### src/sv/urd_pkg.sv
`timescale 1ns / 1ps
// shared widths, constants and reciprocal seed table of the perspective divider
package urd_pkg;

    localparam int DepthW = 16;
    localparam int QuotW  = 17;
    localparam int IdxW   = 9;
    localparam int SeedW  = 10;
    localparam int NumW   = 17;
    localparam int R1W    = 17;
    localparam int R2W    = 18;

    localparam logic [SeedW-1:0] SEED_BIAS = 10'h101;
    localparam logic [25:0]      NR_TWO    = 26'h2000080;
    localparam logic [26:0]      NR_RND    = 27'h0000080;
    localparam logic [35:0]      Q_RND     = 36'h000008000;
    localparam logic [15:0]      IDX_RND   = 16'h0040;
    localparam logic [QuotW-1:0] QUOT_MAX  = 17'h1FFFF;

    typedef struct packed {
        logic              ovf;
        logic [DepthW-1:0] d;
        logic [NumW-1:0]   n;
        logic [IdxW-1:0]   idx;
    } s1_t;

    typedef struct packed {
        logic             ovf;
        logic [R1W-1:0]   r1;
        logic [SeedW-1:0] u;
        logic [NumW-1:0]  n;
    } s2_t;

    typedef struct packed {
        logic            ovf;
        logic [R2W-1:0]  r2;
        logic [NumW-1:0] n;
    } s3_t;

    localparam logic [7:0] RECIP_ROM [0:256] = '{
        8'hff, 8'hfd, 8'hfb, 8'hf9, 8'hf7, 8'hf5, 8'hf3, 8'hf1,
        8'hef, 8'hee, 8'hec, 8'hea, 8'he8, 8'he6, 8'he4, 8'he3,
        8'he1, 8'hdf, 8'hdd, 8'hdc, 8'hda, 8'hd8, 8'hd6, 8'hd5,
        8'hd3, 8'hd1, 8'hd0, 8'hce, 8'hcd, 8'hcb, 8'hc9, 8'hc8,
        8'hc6, 8'hc5, 8'hc3, 8'hc1, 8'hc0, 8'hbe, 8'hbd, 8'hbb,
        8'hba, 8'hb8, 8'hb7, 8'hb5, 8'hb4, 8'hb2, 8'hb1, 8'hb0,
        8'hae, 8'had, 8'hab, 8'haa, 8'ha9, 8'ha7, 8'ha6, 8'ha4,
        8'ha3, 8'ha2, 8'ha0, 8'h9f, 8'h9e, 8'h9c, 8'h9b, 8'h9a,
        8'h99, 8'h97, 8'h96, 8'h95, 8'h94, 8'h92, 8'h91, 8'h90,
        8'h8f, 8'h8d, 8'h8c, 8'h8b, 8'h8a, 8'h89, 8'h87, 8'h86,
        8'h85, 8'h84, 8'h83, 8'h82, 8'h81, 8'h7f, 8'h7e, 8'h7d,
        8'h7c, 8'h7b, 8'h7a, 8'h79, 8'h78, 8'h77, 8'h75, 8'h74,
        8'h73, 8'h72, 8'h71, 8'h70, 8'h6f, 8'h6e, 8'h6d, 8'h6c,
        8'h6b, 8'h6a, 8'h69, 8'h68, 8'h67, 8'h66, 8'h65, 8'h64,
        8'h63, 8'h62, 8'h61, 8'h60, 8'h5f, 8'h5e, 8'h5d, 8'h5d,
        8'h5c, 8'h5b, 8'h5a, 8'h59, 8'h58, 8'h57, 8'h56, 8'h55,
        8'h54, 8'h53, 8'h53, 8'h52, 8'h51, 8'h50, 8'h4f, 8'h4e,
        8'h4d, 8'h4d, 8'h4c, 8'h4b, 8'h4a, 8'h49, 8'h48, 8'h48,
        8'h47, 8'h46, 8'h45, 8'h44, 8'h43, 8'h43, 8'h42, 8'h41,
        8'h40, 8'h3f, 8'h3f, 8'h3e, 8'h3d, 8'h3c, 8'h3c, 8'h3b,
        8'h3a, 8'h39, 8'h39, 8'h38, 8'h37, 8'h36, 8'h36, 8'h35,
        8'h34, 8'h33, 8'h33, 8'h32, 8'h31, 8'h31, 8'h30, 8'h2f,
        8'h2e, 8'h2e, 8'h2d, 8'h2c, 8'h2c, 8'h2b, 8'h2a, 8'h2a,
        8'h29, 8'h28, 8'h28, 8'h27, 8'h26, 8'h26, 8'h25, 8'h24,
        8'h24, 8'h23, 8'h22, 8'h22, 8'h21, 8'h20, 8'h20, 8'h1f,
        8'h1e, 8'h1e, 8'h1d, 8'h1d, 8'h1c, 8'h1b, 8'h1b, 8'h1a,
        8'h19, 8'h19, 8'h18, 8'h18, 8'h17, 8'h16, 8'h16, 8'h15,
        8'h15, 8'h14, 8'h14, 8'h13, 8'h12, 8'h12, 8'h11, 8'h11,
        8'h10, 8'h0f, 8'h0f, 8'h0e, 8'h0e, 8'h0d, 8'h0d, 8'h0c,
        8'h0c, 8'h0b, 8'h0a, 8'h0a, 8'h09, 8'h09, 8'h08, 8'h08,
        8'h07, 8'h07, 8'h06, 8'h06, 8'h05, 8'h05, 8'h04, 8'h04,
        8'h03, 8'h03, 8'h02, 8'h02, 8'h01, 8'h01, 8'h00, 8'h00,
        8'h00
    };

    // leading zeros of a 16-bit value, 15 for values of 0 or 1
    function automatic logic [3:0] lead_zeros(input logic [DepthW-1:0] v);
        logic [3:0] n;
        logic       found;
        n     = 4'd15;
        found = 1'b0;
        for (int i = DepthW - 1; i >= 1; i--)
        begin
            if (!found && v[i])
            begin
                n     = 4'(DepthW - 1 - i);
                found = 1'b1;
            end
        end
        return n;
    endfunction

endpackage

### src/sv/unr_table_reciprocal_divide.sv
`timescale 1ns / 1ps
// perspective divider: seed table, two newton-raphson steps, final multiply
// the result strobe comes from the last of four register stages after the accepting edge
// throughput: one item per clock, busy stays low; each stage holds one item
// configuration writes are taken in any cycle (ready held high)
// reset: asynchronous, clears the distance register and all stage valid bits
// the receiver cannot stall, so stage registers advance every cycle
module unr_table_reciprocal_divide (
    input  logic                        clk,
    input  logic                        rst_n,
    input  logic                        start,
    output logic                        busy,
    input  logic [urd_pkg::DepthW-1:0]  depth,
    input  logic                        cfg_valid,
    output logic                        cfg_ready,
    input  logic [urd_pkg::DepthW-1:0]  proj_distance,
    output logic                        done,
    output logic [urd_pkg::QuotW-1:0]   quotient,
    output logic                        div_overflow
);
    import urd_pkg::*;

    logic [DepthW-1:0] dist_reg;
    logic              v1_reg, v2_reg, v3_reg, vo_reg;
    s1_t               s1_reg, s1_next;
    s2_t               s2_reg, s2_next;
    s3_t               s3_reg, s3_next;
    logic [QuotW-1:0]  quot_reg, quot_next;
    logic              ovf_reg;

    logic [3:0]        lz;
    logic [31:0]       n_wide;
    logic [15:0]       idx_sum;
    logic [SeedW-1:0]  u;
    logic [25:0]       du;
    logic [25:0]       r1_diff;
    logic [26:0]       r1u;
    logic [26:0]       r2_sum;
    logic [34:0]       rn;
    logic [35:0]       q_sum;
    logic [19:0]       q_full;

    assign busy      = 1'b0;
    assign cfg_ready = 1'b1;

    // stage 1: overflow test, normalize, table index
    always_comb
    begin
        lz          = lead_zeros(depth);
        s1_next.ovf = ({depth, 1'b0} <= {1'b0, dist_reg});
        s1_next.d   = depth << lz;
        n_wide      = {16'd0, dist_reg} << lz;
        s1_next.n   = n_wide[NumW-1:0];
        idx_sum     = {1'b0, s1_next.d[DepthW-2:0]} + IDX_RND;
        s1_next.idx = idx_sum[15:7];
    end

    // stage 2: seed and first refinement
    always_comb
    begin
        u           = {2'b00, RECIP_ROM[s1_reg.idx]} + SEED_BIAS;
        du          = 26'(s1_reg.d * u);
        r1_diff     = NR_TWO - du;
        s2_next.ovf = s1_reg.ovf;
        s2_next.r1  = r1_diff[24:8];
        s2_next.u   = u;
        s2_next.n   = s1_reg.n;
    end

    // stage 3: second refinement
    always_comb
    begin
        r1u         = 27'(s2_reg.r1 * s2_reg.u);
        r2_sum      = r1u + NR_RND;
        s3_next.ovf = s2_reg.ovf;
        s3_next.r2  = r2_sum[25:8];
        s3_next.n   = s2_reg.n;
    end

    // stage 4: multiply by distance, round, clamp
    always_comb
    begin
        rn     = 35'(s3_reg.r2 * s3_reg.n);
        q_sum  = {1'b0, rn} + Q_RND;
        q_full = q_sum[35:16];
        if (s3_reg.ovf || (q_full[19:17] != 3'b000))
        begin
            quot_next = QUOT_MAX;
        end
        else
        begin
            quot_next = q_full[QuotW-1:0];
        end
    end

    always_ff @(posedge clk or negedge rst_n)
    begin
        if (!rst_n)
        begin
            dist_reg <= '0;
            v1_reg   <= 1'b0;
            v2_reg   <= 1'b0;
            v3_reg   <= 1'b0;
            vo_reg   <= 1'b0;
        end
        else
        begin
            if (cfg_valid && cfg_ready)
            begin
                dist_reg <= proj_distance;
            end
            v1_reg <= start && !busy;
            v2_reg <= v1_reg;
            v3_reg <= v2_reg;
            vo_reg <= v3_reg;
        end
    end

    always_ff @(posedge clk)
    begin
        s1_reg   <= s1_next;
        s2_reg   <= s2_next;
        s3_reg   <= s3_next;
        quot_reg <= quot_next;
        ovf_reg  <= s3_reg.ovf;
    end

    assign done         = vo_reg;
    assign quotient     = quot_reg;
    assign div_overflow = ovf_reg;

endmodule

### config.mk
export PLATFORM = sky130hd
export DESIGN_NAME = unr_table_reciprocal_divide
export DESIGN_NICKNAME = d
export VERILOG_FILES = /design/src/sv/urd_pkg.sv /design/src/sv/unr_table_reciprocal_divide.sv
export SDC_FILE = /design/constraint.sdc
export NUM_CORES = 2
export LEC_CHECK = 0
export ABC_CLOCK_PERIOD_IN_PS = 18800
export BUFFER_PORTS_ARGS = -buffer_cell sky130_fd_sc_hd__buf_2
export CELL_PAD_IN_SITES_DETAIL_PLACEMENT = 1
export CELL_PAD_IN_SITES_GLOBAL_PLACEMENT = 1
export CORE_ASPECT_RATIO = 1.1
export CORE_UTILIZATION = 55
export CTS_BUF_LIST = sky130_fd_sc_hd__clkbuf_4
export CTS_CLUSTER_SIZE = 12
export DETAILED_ROUTE_END_ITERATION = 10
export GPL_ROUTABILITY_DRIVEN = 0
export PLACE_DENSITY_LB_ADDON = 0.2
export SLEW_MARGIN = 40
export SYNTH_ARGS = -nofsm -noshare
export SYNTH_HDL_FRONTEND = slang
export SYNTH_SLANG_ARGS = --single-unit
### constraint.sdc
create_clock -name clk -period 18.8 [get_ports clk]
set_input_delay 0 -clock clk [delete_from_list [all_inputs] [get_ports clk]]
set_output_delay 0 -clock clk [all_outputs]
set_load 0.01 [all_outputs]
==> summary.md <==
| Metric | Value |
|---|---|
| DP Worst Slack | a little under 9 ns |
| Total CTS buffers | 17 |
| Core footprint | approximately 0.049 sq mm |
| Minimum setup slack in the final design | 8.54 ns |
| Top cell by count, worst path | sky130_fd_sc_hd__fa_1 |
| Worst hold endpoint | s1_reg[39] |
| Cell variety after synth | 86 |
| Root buffer cell | sky130_fd_sc_hd__clkbuf_4 |
| Sequential cell area | 0.00335 sq mm |
| Reg-to-reg critical path endpoint | s2_reg[40] |
| Placed wire-length estimate | a little over 60 mm |
| Clock slew at reported path FFs | 0.22 ns |
| Placed Area | 0.0281 sq mm |
| Total negative slack | 0 ns |
| Area leader, netlist | sky130_fd_sc_hd__fa_1 |
| RSZ-0062 raised after global routing | no |
| Global-route met2 utilization | a little under two thirds |
| Number of global-route vias before repair | 26400 |
| ANT nets after route | 0 |
| Data arrival time of the critical path | 10.87 ns |
| Number of warning messages in the yosys log | 0 |
| Critical-path maximum fanout | 21 |
| Post-Syn Area per Cell | slightly below 9 sq um |
| Nets | between 3000 and 4000 |
| Count of pins on the block boundary | 57 |
| Measured slew at the worst slew-check pin | 0.894 ns |
| Routed wire length | just under 90 mm |
| Worst hold stages | 6 |
| Remaining Overflow, GRT | 0 |
| Starting DRT DRC Count | around 1700 |
| CTS tree | done |
| Global-route met1 utilization | roughly two fifths |
| Fraction of synthesized cell area taken by the top area cell type | roughly a third |
| CP max stage cell | sky130_fd_sc_hd__dfxtp_1 |
| Count of placed standard cells in the final layout, fillers left out | around 3800 |
| Number of optimization iterations in the first detailed-route pass | 5 |
| Met3 usage | between 6 and 7% |
| Number of nets in the synthesized netlist | around 4000 |
| Post-synthesis sequential area ratio | between 10% and 20% |
| Fillers | about 5700 |
| Seq cells post-synth | between 150 and 200 |
| Startpoint of the lowest-slack register-to-register path | s1_reg[1] |
| H-tree lvl count | 4 |
| Number of placed instances, taps included | 3668 |
| Number of buffers added for setup after CTS | 0 |
| Layout area overhead | 6.76% |
| Crit path capture type | register |
| Pin count of the biggest net entering global routing | 74 |
| Highest-utilization routing layer at the global route stage | met2 |
| Share of flip-flops with an asynchronous set or reset after synthesis | 12.3% |
| Initial core utilization | ~56% |
| Global-route total usage across every layer | between 30% and 40% |
| Most common library cell in the layout ignoring fill and taps | sky130_fd_sc_hd__inv_1 |
| Commonest cells after routing, fill and taps aside | sky130_fd_sc_hd__inv_1, sky130_fd_sc_hd__fa_1, sky130_fd_sc_hd__nand2_1, sky130_fd_sc_hd__ha_1, sky130_fd_sc_hd__and2_1 |
| Critical path class | reg -> reg |
| Die Span Y | approximately 240 um |
| Launching element type of the critical path | register |
| Number of cells traversed by the worst register-to-register path | 30 |
| DRC violation count after routing | 0 |
| CTS Buffer Depth | 2 |
| Outcome | complete, no violations |
| Type of the worst min-delay path | in -> reg |
| Port buffer count | between 50 and 60 |
| Dominant cells by area after synthesis | sky130_fd_sc_hd__fa_1, sky130_fd_sc_hd__ha_1, sky130_fd_sc_hd__dfxtp_1 |
| Proportion of layout cells with a drive suffix above 1 | under 10% |
| Total clock sinks | ~160 |
| Clock Skews | approximately 0.057 ns |
| Via count | 22500 |
| Die W | approximately 210 um |
| Final Hold Violating Endpoints | 0 |
| Wire length of the first global-routing pass | 140 mm |
| WL per Instance | roughly 23 um |
| Final setup violating endpoints | 0 |
| Number of core rows | 85 |
| Antenna violations before repair | 3 |
| Drt via density | slightly below 6 |
| Post-Layout Inst Area | between 0.02 and 0.03 sq mm |
| Most frequently used flop master after synthesis | sky130_fd_sc_hd__dfxtp_1 |
| Clock Latency Late Sink | 0.75 ns |
| Highest Clock Rate | between 90 and 100 MHz |
| Worst R2R Setup Slack | between 8 and 9 ns |
| Time the final worst path needs with I/O delays and setup | approximately 10 ns |
| Count of mapped cells out of synthesis | 3103 |
| Max incr delay on CP | just under 0.9 ns |
| Share of the clock period used by the worst path | 54.6% |
| Number of enable flip-flop cells after synthesis | 0 |
| Max FFs per register | 45 |
| Area enclosed by the die boundary | roughly 0.051 sq mm |
| Post-synthesis instance area | roughly 0.027 sq mm |
| Data required time at the worst endpoint | between 15 and 20 ns |
| Final slew viol count | 0 |
| # Max-Cap Violations | 0 |
| Worst-case headroom to the max-slew limit | 40.3% |
| Area of the multi-input gates | between 0.02 and 0.025 sq mm |
| Worst Hold Launch | depth[12] |
-- critical path: cells and delay by family, from the launching register on --
kind	cells	cell delay (ns)
xor gates and xnor gates	1	0.16
and+or+nand+nor	8	1.86
muxes	1	0.49
adders and majority gates	8	3.83
buffers and inverters	4	0.58
AOI/OAI and AO/OA	8	2.28
DFF	1	0.88
-- cells by family after synthesis --
kind of cell	after synthesis	synth area share, %
buffers and inverters	706	9.84
flip-flops	162	12.2
AO/OA/AOI/OAI	367	8.85
multiplexers	47	1.93
XOR/XNOR	70	2.29
AND/OR/NAND/NOR	996	17.5
other	2	0.0274
adder cells (fa/ha/maj)	753	47.4
-- timing repair --
item | in CTS | in global routing
endpoints found under the hold margin | 62 | 20
hold buffers | 82 | 1
endpoints found under the setup margin | 0 | 0
gates resized for setup | 0 | 0
-- cell usage after synthesis (22+ instances only) --
cell and number:
sky130_fd_sc_hd__nor2_1 107, sky130_fd_sc_hd__inv_1 541, sky130_fd_sc_hd__nand3_1 25, sky130_fd_sc_hd__nand2_1 469, sky130_fd_sc_hd__xor2_1 26, sky130_fd_sc_hd__mux2i_1 37, sky130_fd_sc_hd__a21o_1 27, sky130_fd_sc_hd__a21oi_1 98
sky130_fd_sc_hd__fa_1 473, sky130_fd_sc_hd__and2_1 268, sky130_fd_sc_hd__xnor2_1 43, sky130_fd_sc_hd__a211oi_1 24, sky130_fd_sc_hd__o21ai_0 76, sky130_fd_sc_hd__nor2b_1 25, sky130_fd_sc_hd__ha_1 280, sky130_fd_sc_hd__clkbuf_1 135
sky130_fd_sc_hd__nand2b_1 25, sky130_fd_sc_hd__dfxtp_1 142, sky130_fd_sc_hd__a31oi_1 22
-- per-layer routing --
metal	wire length (um)	part of all wire, %	vias to the layer above
met2	44600	51	954
met1	31200	36	11400
met5	0	0	-
met3	4930	5.7	431
li1	-	-	9686
met4	5950	6.9	0
-- area by class of cell --
cell class,count,share of cell area (%)
clock buffer,17,0.436
sequential,162,11.5
antenna,4,0.0342
multi-input combinational,2235,73.2
clock inverter,15,0.749
inverter,543,6.97
timing repair buffer,159,4.35
tap,652,2.79
-- metrics by stage --
stage | hold WS [ns] | utilization [%]
finish | 0.0822 | 59.6
global route | 0.0405 | 59.6
CTS | 0.000334 | 59.6
detailed placement | -0.0128 | 57.2
global placement | -0.0292 | 57.1
floorplan | -0.296 | -
-- how the worst max path moves through the flow --
stage	start	to	cells after the start
after CTS	s1_reg[1]	s2_reg[40]	29
after floorplan	s1_reg[1]	s2_reg[40]	33
after global routing	s1_reg[1]	s2_reg[40]	30
after detailed placement	s1_reg[1]	s2_reg[40]	29
after global placement	s1_reg[1]	s2_reg[40]	29
final	s1_reg[1]	s2_reg[40]	30
Power is left out: the tool's default activity adds up to more than one toggle a clock period on the data nets, which glitch-free logic cannot reach.
